[src/hw/rtl/sfs_pkg.sv]
// Shared types and constants for the sampled frame statistics block.
// No dependencies; every other file of the block but sfs_checker imports this package.
package sfs_pkg;

   localparam logic [31:0] HASH_BASIS         = 32'h811c_9dc5;
   localparam logic [31:0] HASH_PRIME         = 32'd16777619;
   localparam logic [31:0] FRAME_LENGTH_RESET = 32'd614400;
   localparam logic [7:0]  LEVEL_MAX          = 8'hFF;

   localparam int QUEUE_DEPTH = 4;
   localparam int QPTR_W      = 2;

   // One classified byte passed from the front end to the back end.
   typedef struct packed {
      logic [7:0] pixel;
      logic       sample;
      logic       last;
   } sfs_entry_type;

endpackage

[src/hw/rtl/sfs_front.sv]
// Front end: frame length register, sampling step, byte position and phase
// tracking. Classifies each accepted byte. Depends on sfs_pkg.
module sfs_front #(
   parameter int SAMPLE_GOAL = 4096,
   parameter int LENGTH_BITS = 24
) (
   input  logic                     clock,
   input  logic                     reset,
   input  logic                     csr_wen,
   input  logic [LENGTH_BITS-1:0]   csr_wdata,
   input  logic                     req_push,
   input  logic [7:0]               req_pixel_byte,
   output logic                     req_full,
   input  logic                     q_full,
   output logic                     q_push,
   output sfs_pkg::sfs_entry_type   q_entry
);
   import sfs_pkg::*;

   localparam int GOAL_LOG    = $clog2(SAMPLE_GOAL);
   localparam int STEP_RAW    = LENGTH_BITS - GOAL_LOG + 1;
   localparam int STEP_W      = (STEP_RAW < 1) ? 1 : STEP_RAW;
   localparam int RECIP_SHIFT = LENGTH_BITS + GOAL_LOG;
   localparam int PROD_W      = 2 * LENGTH_BITS + 1;

   localparam longint unsigned RECIP = ((64'd1 << RECIP_SHIFT) / SAMPLE_GOAL) + 64'd1;

   localparam longint unsigned LEN_MASK      = (64'd1 << LENGTH_BITS) - 64'd1;
   localparam longint unsigned RESET_LEN     = 64'(FRAME_LENGTH_RESET) & LEN_MASK;
   localparam longint unsigned RESET_LEN_EFF = (RESET_LEN == 0) ? 64'd1 : RESET_LEN;
   localparam longint unsigned RESET_QUOT    = RESET_LEN_EFF / SAMPLE_GOAL;
   localparam longint unsigned RESET_STEP    = (RESET_QUOT == 0) ? 64'd1 : RESET_QUOT;

   logic [LENGTH_BITS-1:0] len_ff, len_in;
   logic [STEP_W-1:0]      step_ff, step_in;
   logic [LENGTH_BITS-1:0] pos_ff, pos_in;
   logic [STEP_W-1:0]      phase_ff, phase_in;

   logic [LENGTH_BITS-1:0] len_eff;
   logic [LENGTH_BITS-1:0] wdata_eff;
   logic [LENGTH_BITS:0]   pos_inc;
   logic [STEP_W:0]        phase_inc;
   logic                   accept;
   logic                   is_last;
   logic [PROD_W-1:0]      step_prod;
   logic [STEP_W-1:0]      step_quot;

   assign req_full = q_full;
   assign accept   = req_push & ~req_full;
   assign q_push   = accept;

   assign len_eff   = (len_ff == '0) ? LENGTH_BITS'(1) : len_ff;
   assign wdata_eff = (csr_wdata == '0) ? LENGTH_BITS'(1) : csr_wdata;
   assign pos_inc   = {1'b0, pos_ff} + (LENGTH_BITS+1)'(1);
   assign phase_inc = {1'b0, phase_ff} + (STEP_W+1)'(1);
   assign is_last   = (pos_inc >= {1'b0, len_eff});

   assign q_entry.pixel  = req_pixel_byte;
   assign q_entry.sample = (phase_ff == '0);
   assign q_entry.last   = is_last;

   // The step is the written length over the sample goal. A rounded-up
   // reciprocal scaled past the length width gives the exact floor for every
   // length that fits the register.
   assign step_prod = PROD_W'(wdata_eff) * PROD_W'(RECIP);
   assign step_quot = step_prod[RECIP_SHIFT +: STEP_W];

   always_comb begin
      len_in   = len_ff;
      step_in  = step_ff;
      pos_in   = pos_ff;
      phase_in = phase_ff;

      if (csr_wen) begin
         len_in  = csr_wdata;
         step_in = (step_quot == '0) ? STEP_W'(1) : step_quot;
      end

      if (accept) begin
         if (is_last) begin
            pos_in   = '0;
            phase_in = '0;
         end else begin
            pos_in   = pos_inc[LENGTH_BITS-1:0];
            // A shortened step can leave the phase above it; wrap to zero then.
            phase_in = (phase_inc >= {1'b0, step_ff}) ? '0 : phase_inc[STEP_W-1:0];
         end
      end
   end

   always_ff @(posedge clock) begin
      if (reset) begin
         len_ff   <= LENGTH_BITS'(RESET_LEN);
         step_ff  <= STEP_W'(RESET_STEP);
         pos_ff   <= '0;
         phase_ff <= '0;
      end else begin
         len_ff   <= len_in;
         step_ff  <= step_in;
         pos_ff   <= pos_in;
         phase_ff <= phase_in;
      end
   end

endmodule

[src/hw/rtl/sfs_queue.sv]
// Short queue of classified words between the front end and the back end.
// Depends on sfs_pkg for the entry type and depth.
module sfs_queue (
   input  logic                   clock,
   input  logic                   reset,
   input  logic                   push,
   input  sfs_pkg::sfs_entry_type push_entry,
   output logic                   full,
   input  logic                   pop,
   output logic                   empty,
   output sfs_pkg::sfs_entry_type head_entry
);
   import sfs_pkg::*;

   sfs_entry_type     entries_ff [QUEUE_DEPTH];
   logic [QPTR_W-1:0] wr_ptr_ff, wr_ptr_in;
   logic [QPTR_W-1:0] rd_ptr_ff, rd_ptr_in;
   logic [QPTR_W:0]   count_ff, count_in;
   logic              do_push;
   logic              do_pop;

   assign full       = (count_ff == (QPTR_W+1)'(QUEUE_DEPTH));
   assign empty      = (count_ff == '0);
   assign head_entry = entries_ff[rd_ptr_ff];
   assign do_push    = push & ~full;
   assign do_pop     = pop & ~empty;

   always_comb begin
      wr_ptr_in = do_push ? wr_ptr_ff + QPTR_W'(1) : wr_ptr_ff;
      rd_ptr_in = do_pop ? rd_ptr_ff + QPTR_W'(1) : rd_ptr_ff;
      count_in  = count_ff;
      if (do_push & ~do_pop) begin
         count_in = count_ff + (QPTR_W+1)'(1);
      end else if (do_pop & ~do_push) begin
         count_in = count_ff - (QPTR_W+1)'(1);
      end
   end

   always_ff @(posedge clock) begin
      if (reset) begin
         wr_ptr_ff <= '0;
         rd_ptr_ff <= '0;
         count_ff  <= '0;
      end else begin
         wr_ptr_ff <= wr_ptr_in;
         rd_ptr_ff <= rd_ptr_in;
         count_ff  <= count_in;
      end
      if (do_push) begin
         entries_ff[wr_ptr_ff] <= push_entry;
      end
   end

endmodule

[src/hw/rtl/sfs_back.sv]
// Back end: hash, sum, minimum, maximum and count accumulation, the serial
// mean divider and the result register. Depends on sfs_pkg.
module sfs_back #(
   parameter int SAMPLE_GOAL = 4096,
   parameter int LENGTH_BITS = 24
) (
   input  logic                   clock,
   input  logic                   reset,
   input  logic                   q_empty,
   input  sfs_pkg::sfs_entry_type q_entry,
   output logic                   q_pop,
   output logic                   rsp_empty,
   input  logic                   rsp_pop,
   output logic [31:0]            rsp_hash_value,
   output logic [7:0]             rsp_mean_level,
   output logic [7:0]             rsp_min_level,
   output logic [7:0]             rsp_max_level,
   output logic [$clog2(2*SAMPLE_GOAL)-1:0] rsp_sample_total
);
   import sfs_pkg::*;

   localparam int OUT_CNT_W = $clog2(2 * SAMPLE_GOAL);
   localparam int CNT_W     = (LENGTH_BITS + 1 > 32) ? 32 : LENGTH_BITS + 1;
   localparam int SUM_W     = (LENGTH_BITS + 9 > 32) ? 32 : LENGTH_BITS + 9;
   localparam int DIV_W     = (SUM_W > CNT_W + 7) ? SUM_W : CNT_W + 7;

   typedef enum logic [1:0] {
      DIV_IDLE,
      DIV_RUN,
      DIV_HOLD
   } div_state_type;

   div_state_type     div_state_ff, div_state_in;
   logic [31:0]       hash_ff, hash_in;
   logic [SUM_W-1:0]  sum_ff, sum_in;
   logic [7:0]        min_ff, min_in;
   logic [7:0]        max_ff, max_in;
   logic [CNT_W-1:0]  cnt_ff, cnt_in;

   logic [2:0]        dstep_ff, dstep_in;
   logic [DIV_W-1:0]  drem_ff, drem_in;
   logic [DIV_W-1:0]  dsor_ff, dsor_in;
   logic [7:0]        dquot_ff, dquot_in;
   logic [31:0]       dhash_ff, dhash_in;
   logic [7:0]        dmin_ff, dmin_in;
   logic [7:0]        dmax_ff, dmax_in;
   logic [CNT_W-1:0]  dcnt_ff, dcnt_in;

   logic              out_valid_ff, out_valid_in;
   logic [31:0]       out_hash_ff, out_hash_in;
   logic [7:0]        out_mean_ff, out_mean_in;
   logic [7:0]        out_min_ff, out_min_in;
   logic [7:0]        out_max_ff, out_max_in;
   logic [OUT_CNT_W-1:0] out_cnt_ff, out_cnt_in;

   logic [31:0]       hash_upd;
   logic [SUM_W-1:0]  sum_upd;
   logic [7:0]        min_upd;
   logic [7:0]        max_upd;
   logic [CNT_W-1:0]  cnt_upd;
   logic [31:0]       hash_prod;
   logic              rem_ge;
   logic              out_load;
   logic              out_take;

   assign out_take = rsp_pop & out_valid_ff;
   // A frame end waits at the head of the queue until the divider is free.
   assign q_pop    = ~q_empty & (~q_entry.last | (div_state_ff == DIV_IDLE));
   assign out_load = (div_state_ff == DIV_HOLD) & (~out_valid_ff | rsp_pop);

   assign hash_prod = (hash_ff ^ {24'b0, q_entry.pixel}) * HASH_PRIME;

   always_comb begin
      hash_upd = hash_ff;
      sum_upd  = sum_ff;
      min_upd  = min_ff;
      max_upd  = max_ff;
      cnt_upd  = cnt_ff;
      if (q_entry.sample) begin
         hash_upd = hash_prod;
         sum_upd  = sum_ff + SUM_W'(q_entry.pixel);
         min_upd  = (q_entry.pixel < min_ff) ? q_entry.pixel : min_ff;
         max_upd  = (q_entry.pixel > max_ff) ? q_entry.pixel : max_ff;
         cnt_upd  = cnt_ff + CNT_W'(1);
      end
   end

   assign rem_ge = (drem_ff >= dsor_ff);

   always_comb begin
      div_state_in = div_state_ff;
      hash_in      = hash_ff;
      sum_in       = sum_ff;
      min_in       = min_ff;
      max_in       = max_ff;
      cnt_in       = cnt_ff;
      dstep_in     = dstep_ff;
      drem_in      = drem_ff;
      dsor_in      = dsor_ff;
      dquot_in     = dquot_ff;
      dhash_in     = dhash_ff;
      dmin_in      = dmin_ff;
      dmax_in      = dmax_ff;
      dcnt_in      = dcnt_ff;
      out_valid_in = out_valid_ff & ~out_take;
      out_hash_in  = out_hash_ff;
      out_mean_in  = out_mean_ff;
      out_min_in   = out_min_ff;
      out_max_in   = out_max_ff;
      out_cnt_in   = out_cnt_ff;

      unique case (div_state_ff)
         DIV_IDLE: begin
         end
         DIV_RUN: begin
            // The mean is below 256, so eight shifted compares find it.
            drem_in  = rem_ge ? drem_ff - dsor_ff : drem_ff;
            dquot_in = {dquot_ff[6:0], rem_ge};
            dsor_in  = dsor_ff >> 1;
            dstep_in = dstep_ff - 3'd1;
            if (dstep_ff == 3'd0) begin
               div_state_in = DIV_HOLD;
            end
         end
         DIV_HOLD: begin
            if (out_load) begin
               out_valid_in = 1'b1;
               out_hash_in  = dhash_ff;
               out_mean_in  = (dcnt_ff == '0) ? 8'd0 : dquot_ff;
               out_min_in   = dmin_ff;
               out_max_in   = dmax_ff;
               out_cnt_in   = OUT_CNT_W'(dcnt_ff);
               div_state_in = DIV_IDLE;
            end
         end
         default: begin
            div_state_in = DIV_IDLE;
         end
      endcase

      if (q_pop) begin
         if (q_entry.last) begin
            dhash_in     = hash_upd;
            dmin_in      = min_upd;
            dmax_in      = max_upd;
            dcnt_in      = cnt_upd;
            drem_in      = DIV_W'(sum_upd);
            dsor_in      = DIV_W'(cnt_upd) << 7;
            dquot_in     = '0;
            dstep_in     = 3'd7;
            div_state_in = DIV_RUN;
            hash_in      = HASH_BASIS;
            sum_in       = '0;
            min_in       = LEVEL_MAX;
            max_in       = '0;
            cnt_in       = '0;
         end else begin
            hash_in = hash_upd;
            sum_in  = sum_upd;
            min_in  = min_upd;
            max_in  = max_upd;
            cnt_in  = cnt_upd;
         end
      end
   end

   always_ff @(posedge clock) begin
      if (reset) begin
         div_state_ff <= DIV_IDLE;
         hash_ff      <= HASH_BASIS;
         sum_ff       <= '0;
         min_ff       <= LEVEL_MAX;
         max_ff       <= '0;
         cnt_ff       <= '0;
         dstep_ff     <= '0;
         out_valid_ff <= 1'b0;
      end else begin
         div_state_ff <= div_state_in;
         hash_ff      <= hash_in;
         sum_ff       <= sum_in;
         min_ff       <= min_in;
         max_ff       <= max_in;
         cnt_ff       <= cnt_in;
         dstep_ff     <= dstep_in;
         out_valid_ff <= out_valid_in;
      end
      drem_ff     <= drem_in;
      dsor_ff     <= dsor_in;
      dquot_ff    <= dquot_in;
      dhash_ff    <= dhash_in;
      dmin_ff     <= dmin_in;
      dmax_ff     <= dmax_in;
      dcnt_ff     <= dcnt_in;
      out_hash_ff <= out_hash_in;
      out_mean_ff <= out_mean_in;
      out_min_ff  <= out_min_in;
      out_max_ff  <= out_max_in;
      out_cnt_ff  <= out_cnt_in;
   end

   assign rsp_empty        = ~out_valid_ff;
   assign rsp_hash_value   = out_hash_ff;
   assign rsp_mean_level   = out_mean_ff;
   assign rsp_min_level    = out_min_ff;
   assign rsp_max_level    = out_max_ff;
   assign rsp_sample_total = out_cnt_ff;

endmodule

[src/hw/rtl/sampled_frame_statistics.sv]
// Sampled frame statistics, top level: front end, word queue and back end.
// Depends on sfs_pkg, sfs_front, sfs_queue and sfs_back.
//
// Usage: bytes of a frame arrive on req_pixel_byte, one word per push while
// req_full is low. csr_wdata written with csr_wen sets the frame length; zero
// counts as one. Every step-th byte is sampled, the step being the length
// divided by SAMPLE_GOAL (at least one). After the last byte of a frame one
// result word (hash, mean, minimum, maximum, sample count) appears on the rsp_
// ports while rsp_empty is low and leaves on rsp_pop.
// Throughput: one byte per cycle while req_full is low. A result is ready once
// the frame end has left the queue, run through the serial mean divider and
// loaded the result register, which waits while an earlier result is held.
// The divider takes one frame end at a time, so a later frame end waits at
// the head of the queue while the bytes behind it wait in the queue.
// A length write takes effect from the next word on, with no stall.
// Reset clears the frame, empties the queue and result register and restores
// the default frame length. If the receiver stalls, the next frame is still
// accumulated; a further frame end waits in the four-word queue, and req_full
// rises once that queue fills.
module sampled_frame_statistics #(
   parameter int SAMPLE_GOAL = 4096,
   parameter int LENGTH_BITS = 24
) (
   input  logic                   clock,
   input  logic                   reset,
   input  logic                   csr_wen,
   input  logic [LENGTH_BITS-1:0] csr_wdata,
   input  logic                   req_push,
   input  logic [7:0]             req_pixel_byte,
   output logic                   req_full,
   output logic                   rsp_empty,
   input  logic                   rsp_pop,
   output logic [31:0]            rsp_hash_value,
   output logic [7:0]             rsp_mean_level,
   output logic [7:0]             rsp_min_level,
   output logic [7:0]             rsp_max_level,
   output logic [$clog2(2*SAMPLE_GOAL)-1:0] rsp_sample_total
);
   import sfs_pkg::*;

   sfs_entry_type push_entry;
   sfs_entry_type head_entry;
   logic          q_push;
   logic          q_full;
   logic          q_pop;
   logic          q_empty;

   sfs_front #(
      .SAMPLE_GOAL(SAMPLE_GOAL),
      .LENGTH_BITS(LENGTH_BITS)
   ) u_front (
      .clock         (clock),
      .reset         (reset),
      .csr_wen       (csr_wen),
      .csr_wdata     (csr_wdata),
      .req_push      (req_push),
      .req_pixel_byte(req_pixel_byte),
      .req_full      (req_full),
      .q_full        (q_full),
      .q_push        (q_push),
      .q_entry       (push_entry)
   );

   sfs_queue u_queue (
      .clock     (clock),
      .reset     (reset),
      .push      (q_push),
      .push_entry(push_entry),
      .full      (q_full),
      .pop       (q_pop),
      .empty     (q_empty),
      .head_entry(head_entry)
   );

   sfs_back #(
      .SAMPLE_GOAL(SAMPLE_GOAL),
      .LENGTH_BITS(LENGTH_BITS)
   ) u_back (
      .clock           (clock),
      .reset           (reset),
      .q_empty         (q_empty),
      .q_entry         (head_entry),
      .q_pop           (q_pop),
      .rsp_empty       (rsp_empty),
      .rsp_pop         (rsp_pop),
      .rsp_hash_value  (rsp_hash_value),
      .rsp_mean_level  (rsp_mean_level),
      .rsp_min_level   (rsp_min_level),
      .rsp_max_level   (rsp_max_level),
      .rsp_sample_total(rsp_sample_total)
   );

endmodule

[config.mk]
export PLATFORM = sky130hd
export DESIGN_NAME = sampled_frame_statistics
export DESIGN_NICKNAME = d
export VERILOG_FILES = /design/src/hw/rtl/sfs_pkg.sv /design/src/hw/rtl/sfs_front.sv /design/src/hw/rtl/sfs_queue.sv /design/src/hw/rtl/sfs_back.sv /design/src/hw/rtl/sampled_frame_statistics.sv
export SDC_FILE = /design/constraint.sdc
export NUM_CORES = 1
export LEC_CHECK = 0
export BUFFER_PORTS_ARGS = -buffer_cell sky130_fd_sc_hd__clkbuf_2
export CORE_MARGIN = 8
export CORE_UTILIZATION = 50
export CTS_BUF_LIST = sky130_fd_sc_hd__clkbuf_4
export CTS_CLUSTER_SIZE = 10
export DETAILED_ROUTE_END_ITERATION = 10
export GPL_TIMING_DRIVEN = 0
export PLACE_DENSITY = 0.78
export SYNTH_ARGS = -nofsm -noshare
export SYNTH_HDL_FRONTEND = slang
export SYNTH_SLANG_ARGS = --single-unit
[constraint.sdc]
create_clock -name clock -period 8.1 [get_ports clock]
set_input_delay 2.025 -clock clock [delete_from_list [all_inputs] [get_ports clock]]
set_output_delay 2.025 -clock clock [all_outputs]
set_load 0.01 [all_outputs]
==> flow_summary_export.csv <==
group,metric,value,unit
setup_path,worstSetupStartpointType,"flop",
sta,skew,81.1,ps
drt,vias_per_cell,5.69,
drt,num_vias,22100,
place,dpl_worst_slack,767,ps
layout,nets,3480,
floorplan,num_rows,86,
sta,grt_setup_unrepaired,"false",
sta,setup_viol,0,
synth,ys_warn_count,0,
clock_tree,cts_sinks,447,
clock_tree,cts_buffers,114,
synth,synth_area_leader_cell,"edfxtp_1",
sta,min_period,7550,ps
layout,area_growth_syn_to_layout,11.0,%
floorplan,fp.dieW,250,um
grt,grt_usage,22.1,%
grt,use_met2,33.9,%
synth,synth_area,27400,um2
clock_tree,cts_buffer_depth,3,
grt,grt_pass1_vias,21300,
synth,synth_cell_types,91,
clock_tree,cts_tree,"done",
sta,finalCritPeriodShare,93.2,%
sta,finalWorstSetupSlack,549,ps
clock_tree,path_clk_slew,80,ps
drt,dr.first_iter.drc_count,2172,
floorplan,core_area,54700,um2
clock_tree,cts-root-buf,"clkbuf_4",
setup_path,endpoint_kind,"flop",
drt,routedWlPerCell,18.1,um
sta,max_slew_margin,37.2,%
clock_tree,h-tree-depth,3,
grt,grt_pass1_wl,112000,um
sta,drv_slew,0,
grt,antenna_found_initial,5,
drt,first_pass_iters,5,
clock_tree,holdBufCountCts,0,
floorplan,fp.dieH,250,um
drt,routed_wirelength,70300,um
sta,hold_violations,0,
clock_tree,cts.repair.resized,0,
grt,busiest_layer,"met2",
place,place_congestion,0.954,
floorplan,dieArea,62600,um2
synth,synth_edf_count,182,
setup_path,cp_data_required_time,8670,ps
grt,grtUsageMet1,29.7,%
synth,ys.flop_type,"dfxtp_1",
synth,async_reset_ff_share,0,%
flow_run,maxCapViolCount,0,
sta,fin_tns_setup,0,ps
synth,synth.avg_cell_area,9.61,um2
floorplan,start_util,50.2,%
worst_hold_path,hold_path.class,"reg -> reg",
status,status,"finished clean",
layout,fillCellCount,4758,
sta,fmax,132,MHz
synth,netlist_instances,2854,
clock_tree,post_cts_buffers,0,
synth,synthTopCellsByArea,"edfxtp_1, dfxtp_1, ha_1",
setup_path,cp_data_arrival_time,8120,ps
synth,synth_seq_area_share,39.3,%
setup_path,crit_path_max_fanout,10,
floorplan,ios,108,
synth,synth_seq_cells,447,
drt,route.detailed.drc,0,
grt,grt-ovfl-total,0,
setup_path,critical_path_class,"reg -> reg",
grt,grtUsageMet3,5.12,%
sta,worstMarginPinSlew,942,ps
synth,synth_top_area_share,19.9,%
grt,grt_max_degree,44,
layout,layout-drive-gt1-share,11.4,%
drt,ant_nets,0,
clock_tree,clk_latency,920,ps
place,post-dp-hpwl,53200,um
place,io_buffer_count,106,
synth,synth_nets,3254,
==> per-stage QoR <==
step / hold slack (ps) / instance area [um2] / util [%] / instances
floorplan: 400 / 27400 / - / 2854
global placement: 401 / 28800 / 52.7 / 3664
detailed placement: 405 / 28900 / 52.9 / 3668
CTS: 403 / 30400 / 55.7 / 3881
global route: 420 / 30400 / 55.7 / 3883
finish: 407 / 30400 / 55.7 / 3885
==> synth_stat cells (all sizes together) (26+ instances only) <==
master and number:
nor2 186, nand2 269, and3 43, a21oi 165
a31oi 38, nand3 62, mux2i 35, nor4 35
a211oi 28, a21o 32, xnor2 82, nor3 43
edfxtp 182, xor2 74, o21ai 120, fa 77
inv 333, buf 33, dfxtp 265, nand4 32
nand2b 33, a22o 26, o211ai 32, clkbuf 80
a22oi 37, ha 286
==> layer usage <==
metal	share of wire [%]	up-vias
li1	-	10600
met1	43	10400
met2	44	963
met3	9.4	171
met4	3.3	6
met5	0.053	-
==> worst paths after layout <==
path	from	end	slack, ps	depth (start not counted)
worst max-delay path	flop	u_back.dhash_ff[30]	550	21
worst min-delay path	u_back.dhash_ff[24]	u_back.rsp_hash_value[24]	410	0
worst max register to register	flop	u_back.dhash_ff[30]	550	21
worst min register to register	u_back.dhash_ff[24]	u_back.rsp_hash_value[24]	410	0
==> kinds of logic (layout without fill, tap and decap cells) <==
logic type / after synthesis / count (layout) / share of synthesized area, %
flip-flops: 447 / 447 / 39.3
XOR/XNOR: 156 / 156 / 5.01
adder cells (fa/ha/maj): 363 / 363 / 18.7
multiplexers: 65 / 65 / 2.92
AND/OR/NAND/NOR: 781 / 781 / 13.5
buffers and inverters: 446 / 769 / 6.29
AO/OA/AOI/OAI: 596 / 596 / 14.3
other: 0 / 4 / 0
==> final cells by class <==
class	instances	area (um2)	share of cell area, %
Tap cell	704	881	2.89
Inverter	333	1250	4.11
Timing Repair Buffer	110	618	2.03
Clock inverter	65	394	1.29
Sequential cell	447	10800	35.4
Buffer	113	477	1.57
Antenna cell	4	10.0	0.0329
Clock buffer	148	1110	3.65
Multi-Input combinational cell	1961	14900	49.0
==> critical path: stages (launching register included) <==
cell       delay (ps)
dfxtp_1           410
buf_4             260
mux4_2            700
xor2_1            730
ha_1              360
ha_1              300
fa_1              490
ha_1              220
fa_1              480
ha_1              290
inv_1              50
fa_1              530
inv_1              50
ha_1              270
clkbuf_1          270
nand4_1           190
or3_1             380
o2111ai_1         310
nand2_1           190
o21ai_0           280
mux2i_1           310
o22ai_1           170
==> flip-flops by register name (all words and copies together), names as in the netlist, 12 cells and up, named ones only <==
signal,count
u_queue.entries_ff,40
u_back.dhash_ff,32
u_back.drem_ff,32
u_back.dsor_ff,32
u_back.hash_ff,32
u_back.rsp_hash_value,32
u_back.sum_ff,32
u_back.cnt_ff,25
u_back.dcnt_ff,25
u_front.len_ff,24
u_front.pos_ff,24
u_back.rsp_sample_total,13
u_front.phase_ff,13
u_front.step_ff,12
==> cells in the final DEF, fill, tap and decap left out, drive strengths merged, types with 32 or more instances in the layout <==
master,Yosys,layout
ha,286,286
o211ai,32,32
xor2,74,74
edfxtp,182,182
dfxtp,265,265
nand2,269,269
nor2,186,186
and3,43,43
mux2i,35,35
nand2b,33,33
a22oi,37,37
fa,77,77
nand4,32,32
inv,333,338
a21o,32,32
clkinv,0,57
xnor2,82,82
a21oi,165,165
o21ai,120,120
a31oi,38,38
buf,33,37
nand3,62,62
clkbuf,80,334
nor3,43,43
nor4,35,35
Power is left out: the tool's default activity adds up to more than one toggle a clock period on the data nets, which glitch-free logic cannot reach.
